$ cat src/hdl/assert_macros.svh
// assertion helpers, clocked on clk_i and held off during reset
`ifndef ASSERT_MACROS_SVH
`define ASSERT_MACROS_SVH

// plain property check
`define MRI_ASSERT(lbl, prop, msg) \
  lbl: assert property (@(posedge clk_i) disable iff (!rst_ni) (prop)) \
    else $error(msg);

// same-cycle implication
`define MRI_ASSERT_IMP(lbl, ante, cons, msg) \
  lbl: assert property (@(posedge clk_i) disable iff (!rst_ni) (ante) |-> (cons)) \
    else $error(msg);

// next-cycle implication
`define MRI_ASSERT_NEXT(lbl, ante, cons, msg) \
  lbl: assert property (@(posedge clk_i) disable iff (!rst_ni) (ante) |=> (cons)) \
    else $error(msg);

`endif

$ cat src/hdl/mri_pkg.sv
package mri_pkg;

  // number formats
  localparam int unsigned POINT_FRAC_BITS = 30;
  localparam int unsigned COUNT_BITS      = 32;

  localparam int unsigned PT_W       = 32;
  localparam int unsigned WID_W      = 31;
  localparam int unsigned CFG_CNT_W  = 32;
  localparam int unsigned CFG_DATA_W = 32;
  localparam int unsigned CFG_IDX_W  = 1;
  localparam int unsigned AREA_W     = 48;
  localparam int unsigned CNT_W      = (COUNT_BITS < CFG_CNT_W) ? COUNT_BITS : CFG_CNT_W;

  // doubled sample point, cap at 2^X_W where the curve is zero
  localparam int unsigned X_W  = POINT_FRAC_BITS + 18;
  localparam int unsigned XR_W = X_W + 1;

  // shared multiplier: half-width slices, four passes per product
  localparam int unsigned MUL_W     = (X_W + 1) / 2;
  localparam int unsigned OP_W      = 2 * MUL_W;
  localparam int unsigned PP_W      = 2 * MUL_W;
  localparam int unsigned PROD_W    = 4 * MUL_W;
  localparam int unsigned MUL_STEPS = 4;

  // x^2 in Q.28 and curve value in Q.31
  localparam int unsigned SQ_SHIFT   = 2 * POINT_FRAC_BITS - 26;
  localparam int unsigned Q_W        = 62;
  localparam int unsigned F_W        = 34;
  localparam int unsigned DVSR_W     = 63;
  localparam int unsigned REM_W      = DVSR_W + 1;
  localparam int unsigned DIV_STEPS  = F_W;
  localparam int unsigned STEP_W     = $clog2(DIV_STEPS);
  localparam logic [DVSR_W-1:0] DVSR_BASE = DVSR_W'(64'd1 << 28);
  localparam logic [DVSR_W-1:0] REM_INIT  = DVSR_W'(64'd1 << 27);

  // rectangle term in Q.40
  localparam int unsigned TERM_SHIFT = POINT_FRAC_BITS - 9;
  localparam int unsigned TERM_W     = 64 - TERM_SHIFT;
  localparam int unsigned SUM_W      = ((TERM_W > AREA_W) ? TERM_W : AREA_W) + 1;
  localparam logic [AREA_W-1:0] AREA_MAX = {AREA_W{1'b1}};

  // register reset values and indexes
  localparam logic [WID_W-1:0]     RECT_WIDTH_RST = WID_W'(1048576);
  localparam logic [CFG_CNT_W-1:0] RECT_COUNT_RST = CFG_CNT_W'(1024);
  localparam logic [CFG_IDX_W-1:0] CFG_RECT_WIDTH = 1'b0;
  localparam logic [CFG_IDX_W-1:0] CFG_RECT_COUNT = 1'b1;

  typedef enum logic [2:0] {
    S_IDLE,
    S_CHECK,
    S_MUL_SQ,
    S_DIV_INIT,
    S_DIV,
    S_MUL_TM,
    S_ACC,
    S_FINISH
  } mri_state_e;

  typedef struct packed {
    logic       load;
    logic       mul_en;
    logic       mul_sq;
    logic [1:0] mul_sel;
    logic       prod_en;
    logic       prod_clr;
    logic       div_init;
    logic       div_step;
    logic       acc_upd;
    logic       out_load;
  } mri_cmd_t;

  typedef struct packed {
    logic neg;
    logic single;
    logic cnt_done;
    logic x_capped;
    logic term_zero;
    logic sum_ovf;
  } mri_stat_t;

endpackage

$ cat src/hdl/midpoint_rule_integrator.sv
// Midpoint-rule integrator of 4/(1+x^2) over a span given per input word.
// Input channel: in_valid_i/in_ready_o with span_start_i and span_stop_i,
// unsigned Q2.30. Output channel: out_valid_o/out_ready_i with area_o
// (unsigned Q8.40, clipped) and saturated_o. One result word per input word.
// Configuration: cfg_we_i writes cfg_data_i to rect_width (index 0) or
// rect_count (index 1) at the clock edge. The user must write only while the
// block is idle; the block does not enforce this. A job loads the span, then
// checks before each rectangle, stopping on the rectangle count or on a
// capped sample point; up to rect_count rectangles, a non-negative span
// narrower than rect_width evaluates exactly one and a negative span none.
// Each rectangle uses the 34-step restoring divider and two four-pass
// slice multiplies on one shared multiplier. The loop ends early once a
// term is zero or the sum clips. Jobs run one at a time.
// The result sits in an output register, so the next word is accepted while
// it waits; a finished job then holds until the receiver takes the old word.
// Reset (rst_ni low, asynchronous) returns to idle, drops any pending result
// and restores rect_width = 2^20 and rect_count = 1024.
module midpoint_rule_integrator (
  input  logic                              clk_i,
  input  logic                              rst_ni,
  input  logic                              in_valid_i,
  output logic                              in_ready_o,
  input  logic [mri_pkg::PT_W-1:0]          span_start_i,
  input  logic [mri_pkg::PT_W-1:0]          span_stop_i,
  output logic                              out_valid_o,
  input  logic                              out_ready_i,
  output logic [mri_pkg::AREA_W-1:0]        area_o,
  output logic                              saturated_o,
  input  logic                              cfg_we_i,
  input  logic [mri_pkg::CFG_IDX_W-1:0]     cfg_idx_i,
  input  logic [mri_pkg::CFG_DATA_W-1:0]    cfg_data_i
);
  import mri_pkg::*;

  logic [WID_W-1:0]     rect_width_q;
  logic [CFG_CNT_W-1:0] rect_count_q;
  mri_cmd_t             cmd;
  mri_stat_t            stat;

  // configuration registers
  always_ff @(posedge clk_i or negedge rst_ni) begin
    if (!rst_ni) begin
      rect_width_q <= RECT_WIDTH_RST;
      rect_count_q <= RECT_COUNT_RST;
    end else if (cfg_we_i) begin
      unique case (cfg_idx_i)
        CFG_RECT_WIDTH: rect_width_q <= cfg_data_i[WID_W-1:0];
        CFG_RECT_COUNT: rect_count_q <= cfg_data_i[CFG_CNT_W-1:0];
        default:        rect_width_q <= rect_width_q;
      endcase
    end
  end

  // sequencer
  mri_ctrl u_ctrl (
    .clk_i       (clk_i),
    .rst_ni      (rst_ni),
    .in_valid_i  (in_valid_i),
    .in_ready_o  (in_ready_o),
    .out_valid_o (out_valid_o),
    .out_ready_i (out_ready_i),
    .stat_i      (stat),
    .cmd_o       (cmd)
  );

  // arithmetic
  mri_dp u_dp (
    .clk_i        (clk_i),
    .rst_ni       (rst_ni),
    .cmd_i        (cmd),
    .stat_o       (stat),
    .span_start_i (span_start_i),
    .span_stop_i  (span_stop_i),
    .rect_width_i (rect_width_q),
    .rect_count_i (rect_count_q[CNT_W-1:0]),
    .area_o       (area_o),
    .saturated_o  (saturated_o)
  );

endmodule

$ cat src/hdl/mri_ctrl.sv
`include "assert_macros.svh"

module mri_ctrl (
  input  logic                clk_i,
  input  logic                rst_ni,
  input  logic                in_valid_i,
  output logic                in_ready_o,
  output logic                out_valid_o,
  input  logic                out_ready_i,
  input  mri_pkg::mri_stat_t  stat_i,
  output mri_pkg::mri_cmd_t   cmd_o
);
  import mri_pkg::*;

  mri_state_e        state_q, state_d;
  logic [STEP_W-1:0] step_q, step_d;
  logic              out_valid_q, out_valid_d;

  // state, step counter and output word flag
  always_ff @(posedge clk_i or negedge rst_ni) begin
    if (!rst_ni) begin
      state_q     <= S_IDLE;
      step_q      <= '0;
      out_valid_q <= 1'b0;
    end else begin
      state_q     <= state_d;
      step_q      <= step_d;
      out_valid_q <= out_valid_d;
    end
  end

  // next state and datapath commands
  always_comb begin
    state_d     = state_q;
    step_d      = step_q;
    cmd_o       = '0;
    in_ready_o  = 1'b0;
    out_valid_d = out_valid_q && !out_ready_i;
    unique case (state_q)
      S_IDLE: begin
        in_ready_o = 1'b1;
        if (in_valid_i) begin
          cmd_o.load = 1'b1;
          state_d    = S_CHECK;
        end
      end
      S_CHECK: begin
        if (stat_i.neg || stat_i.x_capped || (!stat_i.single && stat_i.cnt_done)) begin
          state_d = S_FINISH;
        end else begin
          state_d = S_MUL_SQ;
          step_d  = '0;
        end
      end
      S_MUL_SQ, S_MUL_TM: begin
        // passes issue slice products, each accumulated in the cycle after its pass
        if (step_q < STEP_W'(MUL_STEPS)) begin
          cmd_o.mul_en  = 1'b1;
          cmd_o.mul_sq  = (state_q == S_MUL_SQ);
          cmd_o.mul_sel = step_q[1:0];
        end
        if (step_q != '0) begin
          cmd_o.prod_en  = 1'b1;
          cmd_o.prod_clr = (step_q == STEP_W'(1));
        end
        if (step_q == STEP_W'(MUL_STEPS)) begin
          step_d  = '0;
          state_d = (state_q == S_MUL_SQ) ? S_DIV_INIT : S_ACC;
        end else begin
          step_d = step_q + 1'b1;
        end
      end
      S_DIV_INIT: begin
        cmd_o.div_init = 1'b1;
        step_d         = '0;
        state_d        = S_DIV;
      end
      S_DIV: begin
        cmd_o.div_step = 1'b1;
        if (step_q == STEP_W'(DIV_STEPS - 1)) begin
          step_d  = '0;
          state_d = S_MUL_TM;
        end else begin
          step_d = step_q + 1'b1;
        end
      end
      S_ACC: begin
        cmd_o.acc_upd = 1'b1;
        if (stat_i.single || stat_i.term_zero || stat_i.sum_ovf) begin
          state_d = S_FINISH;
        end else begin
          state_d = S_CHECK;
        end
      end
      S_FINISH: begin
        if (!out_valid_q || out_ready_i) begin
          cmd_o.out_load = 1'b1;
          out_valid_d    = 1'b1;
          state_d        = S_IDLE;
        end
      end
      default: begin
        state_d = S_IDLE;
      end
    endcase
  end

  assign out_valid_o = out_valid_q;

  `MRI_ASSERT_IMP(a_no_overwrite, cmd_o.out_load, !out_valid_q || out_ready_i, "pending result overwritten")
  `MRI_ASSERT_NEXT(a_load_shows, cmd_o.out_load, out_valid_o, "loaded result not offered")
  `MRI_ASSERT_IMP(a_div_bound, state_q == S_DIV, step_q < STEP_W'(DIV_STEPS), "divider overran")

endmodule

$ cat src/hdl/mri_dp.sv
`include "assert_macros.svh"

module mri_dp (
  input  logic                          clk_i,
  input  logic                          rst_ni,
  input  mri_pkg::mri_cmd_t             cmd_i,
  output mri_pkg::mri_stat_t            stat_o,
  input  logic [mri_pkg::PT_W-1:0]      span_start_i,
  input  logic [mri_pkg::PT_W-1:0]      span_stop_i,
  input  logic [mri_pkg::WID_W-1:0]     rect_width_i,
  input  logic [mri_pkg::CNT_W-1:0]     rect_count_i,
  output logic [mri_pkg::AREA_W-1:0]    area_o,
  output logic                          saturated_o
);
  import mri_pkg::*;

  logic [XR_W-1:0]   x_q;
  logic [WID_W-1:0]  mop_q;
  logic              neg_q, single_q;
  logic [CNT_W-1:0]  cnt_q;
  logic [AREA_W-1:0] acc_q;
  logic              sat_q;
  logic [PP_W-1:0]   pp_q;
  logic [1:0]        pp_sel_q;
  logic [PROD_W-1:0] prod_q;
  logic [DVSR_W-1:0] dvsr_q, rem_q;
  logic [F_W-1:0]    quo_q;
  logic [AREA_W-1:0] area_q;
  logic              saturated_q;

  // job set-up: span test and first sample point
  logic [PT_W:0]     diff;
  logic              neg, single;
  logic [XR_W-1:0]   x_init;
  assign diff   = {1'b0, span_stop_i} - {1'b0, span_start_i};
  assign neg    = diff[PT_W];
  assign single = neg || (diff[PT_W-1:0] < PT_W'(rect_width_i));
  assign x_init = single ? (XR_W'(span_start_i) + XR_W'(span_stop_i))
                         : ((XR_W'(span_start_i) << 1) + XR_W'(rect_width_i));

  // slice multiplier operands
  logic [OP_W-1:0]  opa, opb;
  logic [MUL_W-1:0] a_half, b_half;
  assign opa    = cmd_i.mul_sq ? OP_W'(x_q[X_W-1:0]) : OP_W'(quo_q);
  assign opb    = cmd_i.mul_sq ? OP_W'(x_q[X_W-1:0]) : OP_W'(mop_q);
  assign a_half = cmd_i.mul_sel[0] ? opa[OP_W-1:MUL_W] : opa[MUL_W-1:0];
  assign b_half = cmd_i.mul_sel[1] ? opb[OP_W-1:MUL_W] : opb[MUL_W-1:0];

  // slice product aligned for accumulation
  logic [PROD_W-1:0] pp_sh;
  always_comb begin
    case (pp_sel_q)
      2'b00:   pp_sh = PROD_W'(pp_q);
      2'b11:   pp_sh = PROD_W'(pp_q) << (2 * MUL_W);
      default: pp_sh = PROD_W'(pp_q) << MUL_W;
    endcase
  end

  // restoring divide step
  logic [REM_W-1:0] rem_sh, rem_sub;
  logic             fits;
  assign rem_sh  = {rem_q, 1'b0};
  assign fits    = rem_sh >= REM_W'(dvsr_q);
  assign rem_sub = rem_sh - REM_W'(dvsr_q);

  // rectangle term and running sum
  logic [TERM_W-1:0] term;
  logic [SUM_W-1:0]  sum;
  logic              ovf;
  assign term = prod_q[TERM_SHIFT +: TERM_W];
  assign sum  = SUM_W'(acc_q) + SUM_W'(term);
  assign ovf  = sum > SUM_W'(AREA_MAX);

  always_ff @(posedge clk_i) begin
    if (cmd_i.load) begin
      x_q      <= x_init;
      mop_q    <= single ? diff[WID_W-1:0] : rect_width_i;
      neg_q    <= neg;
      single_q <= single;
      cnt_q    <= '0;
      acc_q    <= '0;
      sat_q    <= 1'b0;
    end else if (cmd_i.acc_upd && (term != '0)) begin
      if (ovf) begin
        acc_q <= AREA_MAX;
        sat_q <= 1'b1;
      end else begin
        acc_q <= sum[AREA_W-1:0];
      end
      x_q   <= x_q + (XR_W'(rect_width_i) << 1);
      cnt_q <= cnt_q + 1'b1;
    end
    if (cmd_i.mul_en) begin
      pp_q     <= a_half * b_half;
      pp_sel_q <= cmd_i.mul_sel;
    end
    if (cmd_i.prod_en) begin
      prod_q <= (cmd_i.prod_clr ? '0 : prod_q) + pp_sh;
    end
    if (cmd_i.div_init) begin
      dvsr_q <= DVSR_W'(prod_q[SQ_SHIFT +: Q_W]) + DVSR_BASE;
      rem_q  <= REM_INIT;
      quo_q  <= '0;
    end else if (cmd_i.div_step) begin
      rem_q <= fits ? rem_sub[DVSR_W-1:0] : rem_sh[DVSR_W-1:0];
      quo_q <= {quo_q[F_W-2:0], fits};
    end
    if (cmd_i.out_load) begin
      area_q      <= acc_q;
      saturated_q <= sat_q;
    end
  end

  // status back to the controller
  assign stat_o.neg       = neg_q;
  assign stat_o.single    = single_q;
  assign stat_o.cnt_done  = (cnt_q == rect_count_i);
  assign stat_o.x_capped  = x_q[X_W];
  assign stat_o.term_zero = (term == '0);
  assign stat_o.sum_ovf   = ovf;

  assign area_o      = area_q;
  assign saturated_o = saturated_q;

  `MRI_ASSERT_IMP(a_rem_below, cmd_i.div_step, rem_q < dvsr_q, "remainder not below divisor")
  `MRI_ASSERT_IMP(a_sq_in_range, cmd_i.mul_en && cmd_i.mul_sq, !x_q[X_W], "square of capped point")

endmodule
$ cat config.mk
export PLATFORM = sky130hd
export DESIGN_NAME = midpoint_rule_integrator
export DESIGN_NICKNAME = d
export VERILOG_FILES = /design/src/hdl/mri_pkg.sv /design/src/hdl/midpoint_rule_integrator.sv /design/src/hdl/mri_ctrl.sv /design/src/hdl/mri_dp.sv
export VERILOG_INCLUDE_DIRS = /design/src /design/src/hdl
export SDC_FILE = /design/constraint.sdc
export NUM_CORES = 2
export LEC_CHECK = 0
export ABC_AREA = 1
export BUFFER_PORTS_ARGS = -buffer_cell sky130_fd_sc_hd__buf_2
export CAP_MARGIN = 20
export CORE_UTILIZATION = 50
export CTS_CLUSTER_SIZE = 12
export DETAILED_ROUTE_END_ITERATION = 16
export PLACE_DENSITY = 0.69
export SLEW_MARGIN = 20
export SYNTH_ARGS = -nofsm -noshare
export SYNTH_HDL_FRONTEND = slang
export SYNTH_HIERARCHICAL = 1
export SYNTH_SLANG_ARGS = --single-unit
$ cat constraint.sdc
create_clock -name clk_i -period 10.5 [get_ports clk_i]
set_clock_uncertainty 0.15 [all_clocks]
set_input_delay 2.1 -clock clk_i [delete_from_list [all_inputs] [get_ports clk_i]]
set_output_delay 2.1 -clock clk_i [all_outputs]
set_load 0.05 [all_outputs]
* Word level (Yosys, flattened, before mapping)
Index checks and enable logic that the tools add are counted.
** Cells by class
- Add/sub/neg operators :: 10
- Multipliers :: 1
- Divide/modulo/power cells :: 0
- Magnitude comparators :: 4
- Equal/unequal tests :: 17
- Shift operators :: 0
- Mux-type cells :: 37
- Bitwise gates (word level) :: 1
- Reduce and logical (&&, ||, !) cells :: 25
** Operators by type and width (number)
- case mux 96 bit (2 select lines) :: 1
- two-way mux 49 bit :: 3
- two-way mux 48 bit :: 3
- adder 96 bit :: 1
- two-way mux 96 bit :: 1
- greater-or-equal comparator 64 x 63 -> 1 bit :: 1
- adder 62 x 29 -> 63 bit (second input constant) :: 1
- two-way mux 63 bit :: 1
- subtractor 63 bit :: 1
- adder 48 x 43 -> 49 bit :: 1
- adder 49 x 32 -> 49 bit :: 1
- greater-than comparator 49 x 48 -> 1 bit (second input constant) :: 1
- multiplier 24 x 24 -> 48 bit :: 1
- two-way mux 24 bit :: 2
- zero test 43 bit :: 1
- nonzero test 43 bit :: 1
- adder 33 x 31 -> 34 bit :: 1
- adder 32 x 32 -> 33 bit :: 1
- subtractor 32 x 32 -> 33 bit :: 1
- adder 32 x 1 -> 32 bit (second input constant) :: 1
- == test 32 bit :: 1
- less-than comparator 32 x 31 -> 1 bit :: 1
- two-way mux 31 bit :: 1
- two-way mux 6 bit :: 4
- other kinds (29) :: 63
** Word-level totals
- Bits in registers :: 591
- Bits in latches :: 0
- RAM bits :: 0
- ROM bits :: 0
- Output and inout port bits :: 51
- Memories kept :: 0

* Longest topological paths before layout
- Depth after elaboration :: 6
- Mapped depth :: 39
- Mapped depth without buffers :: 35

* Cells and area by module
Netlist, hierarchy kept.
** Modules (own cells, without submodules)
- mri_dp :: times used 1, cells an instance 8922, area an instance 63815.0 sq um, sequential area each 13773.2 sq um
- midpoint_rule_integrator :: times used 1, cells an instance 275, area an instance 2509.9 sq um, sequential area each 1579.0 sq um
- mri_ctrl :: times used 1, cells an instance 133, area an instance 874.6 sq um, sequential area each 250.2 sq um

* Worst setup path before layout
Ideal clock, no wire load.
- Kind :: reg2reg
- Start :: register u_ctrl.state_q[0]
- End :: register u_dp.pp_q[39] (data pin)
- Data arrival time :: 7.844 ns
- Setup slack :: 2.247 ns
- Cell stages (with the launch flop) :: 35
- Path through :: dfrtp_1 > buf_6 > inv_1 > nand3_2 > nand2_4 > inv_1 > nor3_1 > clkinv_1 > clkbuf_1 > o21ai_1 > inv_1 > clkbuf_1 > nor2_1 > fa_1 > fa_1 > inv_1 > fa_1 > fa_1 > inv_1 > fa_1 > fa_1 > inv_1 > fa_1 > inv_1 > ha_1 > a21oi_1 > inv_1 > a31oi_1 > o21ai_0 > nand3_1 > nand2_1 > a21oi_1 > o21bai_1 > a21oi_1 > xnor2_1
** RTL lines
- from (decl) :: line mri_ctrl.sv:15 : mri_state_e state_q, state_d;
- from (signal assigned) :: line mri_ctrl.sv:26 : state_q <= state_d;
- to (signal assigned) :: line mri_dp.sv:94 : pp_q <= a_half * b_half;
- to (decl) :: line mri_dp.sv:23 : logic [PP_W-1:0] pp_q;

==> impl_metrics.toml <==
[outcome]
status = "completed"

[floorplan]
die_w_um = 368.6
rows = 134
io_pins = 153
start_util = 0.5035
die-area_mm2 = 0.1359
core_mm2 = 0.1335
die_y_um = 368.6

[yosys]
netlist.top_cell.by_area = "edfxtp_1"
yosysSeqAreaShare = 0.2322
yosys-top-cells-area = "edfxtp_1 15%, fa_1 15%, nand2_1 11%, ha_1 10%, inv_1 8.8%"
syn_area_per_cell_um2 = 7.203
synth_nets = 10460
synth_area_mm2 = 0.06720
yosysTopAreaCellShare = 0.1519
synth.top_cells.by_count = "1953 x nand2_1, 1580 x inv_1, 1180 x nor2_1"
synth-main-ff-cell = "edfxtp_1"
synth.most_common_cell = "nand2_1"
synthArstFlopShare = 0.1235
yosysUniqueCellTypes = 64
ys_ff_latch = 591
ys_warn_count = 6
syn_inst = 9330
synth-edff-count = 340

[route]
drt_iter0_markers = 6230
via_count = 63940
wl_um = 257500
vias_per_cell = 5.706
wl_per_cell_um = 22.97
drc_errors = 0
dr.pass1.iters = 8
antenna_left = 0

[worst_hold_path]
hold_path_depth = 0
hold_class = "reg2reg"

[sta]
post-route-period-util = 0.9017
tightest_slew_ns = 1.271
hold_viol_final = 0
drv_slew = 0
setup_viol = 0
grt_setup_unrepaired = "false"
fin_tns_setup_ns = 0
fmax_ghz = 0.1056
slew_headroom = 0.1451
period_needed_ns = 9.468

[setup_path]
worst_ep_arrival_time_ns = 9.74
worstPathRequired_ns = 10.77
critPathSlowestCell = "o21ai_1"
cp.depth = 30
crit_path_end_kind = "flop"
cp_top_family = "adder cells"
critPathMaxStageDelay_ns = 0.90
worstSetupPathType = "reg2reg"
critPathMaxFanout = 40
ff2ff_path_depth = 30
cp-start-kind = "flop"
critPathBufInv = 10

[clock_network]
clockBufferDepth = 3
clkTransAtPathRegs_ns = 0.06
clock-sinks = 591
h-tree-depth = 3
post_cts_buffers = 0
cts-root-buf = "clkbuf_16"
cts_resized = 0
cts_tree = "built"
clk_latency_ns = 0.69
postCtsHoldBufs = 0
numCtsBuffers = 74

[grt]
grt_first_pass_wirelength_um = 383400
grt_max_degree = 88
antenna_found_initial = 6
grt_overflow = 0
grt_pass1_vias = 63130
grt_usage = 0.3752

[placed_design]
port_buffers = 152
hpwlAfterDp_um = 211000
routabilityCongestion = 1.071

[final_layout]
area_growth_pct = 7.472
multi_input_area_mm2 = 0.04436
nets = 10510
nFillCells = 13190
post_route_cells_drive_above_1_share = 0.04704
seqCellArea_mm2 = 0.01560

[flow_run]
maxCapViolCount = 0
-- area by class of cell --
cell class              count  share of cell area
well taps                1768             0.03063
diodes                      1          0.00003465
flip-flops and latches    591              0.2160
repair buffers            250             0.02072
inverters                1602             0.08337
clock buffers             104             0.02921
clock inverters            33            0.005717
multi-input cells        6858              0.6143
-- placed cells by master, fill, tap and decap left out, types with 7 or more instances in the layout --
cell type	n
nand2_1	1952
inv_1	1576
nor2_1	1174
a21oi_1	737
ha_1	536
o21ai_0	526
fa_1	489
nand3_1	379
edfxtp_1	340
xor2_1	243
dfxtp_1	178
buf_2	152
xnor2_1	128
nor3_1	119
buf_4	97
clkbuf_16	78
dfrtp_1	71
nand4_1	69
a31oi_1	67
o21ai_1	54
o21bai_1	49
nor4_1	48
a21o_1	44
o21a_1	42
o211ai_1	26
a21boi_0	24
o31ai_1	22
clkbuf_1	20
nand3b_1	17
clkinv_1	16
and3_1	14
inv_2	10
nand2_2	10
clkinv_2	10
a211oi_1	9
nor2_4	8
nand3_2	7
-- path summary, 6_finish.rpt --
| path | startpoint | end | slack, ns |
|---|---|---|---|
| hold / removal | u_dp/sat_q | u_dp/saturated_o | 0.28 |
| min in group asynchronous | rst_ni | rect_count_q[13] | 1.49 |
| max in group asynchronous | rst_ni | rect_width_q[23] | 8.09 |
| setup / recovery | u_ctrl/state_q[0] | u_dp/pp_q[46] | 1.03 |
| setup reg to reg | u_ctrl/state_q[0] | u_dp/pp_q[46] | 1.03 |
| hold reg to reg | u_dp/sat_q | u_dp/saturated_o | 0.28 |
-- per-layer routing --
metal	part of all wire	up-vias	track usage	wire length, um
met2	0.46	2832	0.6175	118300
met1	0.39	30370	0.4523	99560
met4	0.083	10	0.2620	21320
li1	-	29970	-	-
met5	0.00024	-	0	63
met3	0.071	769	0.05401	18210
-- kinds of logic (layout without fill, tap and decap cells) --
logic type,Yosys count,in the layout,synth area share
and+or+nand+nor,3827,3827,0.2321
xor gates and xnor gates,371,371,0.04835
buffers and inverters,1881,1989,0.1089
adders and majority gates,1026,1026,0.2457
other,0,1,0
AOI/OAI and AO/OA,1634,1634,0.1328
DFF,591,591,0.2322
-- worst register-to-register path, delay by kind of cell, from the launching register on --
family	cells	cell delay (ns)
AO/OA/AOI/OAI	3	1.72
XOR/XNOR	1	0.18
adder cells (fa/ha/maj)	8	4.10
buffers and inverters	10	1.36
flip-flops	1	0.47
AND/OR/NAND/NOR	8	1.24
-- sequential cells by signal, indices dropped and copies added, names as in the netlist, 2 cells and up --
name and flops:
u_dp/rem_q 63, u_dp/cnt_q 32, u_dp/x_q 49, u_dp/pp_sel_q 2, u_dp/acc_q 48, rect_count_q 32
u_dp/quo_q 34, u_dp/pp_q 48, u_dp/dvsr_q 63, u_dp/mop_q 31, u_ctrl/state_q 3, rect_width_q 31
u_dp/area_o 48, u_ctrl/step_q 6, u_dp/prod_q 96
-- per-stage QoR --
step                utilization  cell area [um^2]  setup slack [ns]  cells  hold slack, ns
floorplan                     -             67200             2.247   9330          0.2582
global placement         0.5221             69680            0.9641  11070          0.2614
detailed placement       0.5221             69680             1.221  11070          0.2662
CTS                      0.5410             72210             1.176  11210          0.2807
global route             0.5411             72220            0.4709  11210          0.2975
finish                   0.5411             72220             1.033  11210          0.2831
Power is not shown: default switching activity piles up to over one toggle a cycle in this logic, so the estimate is an artifact.
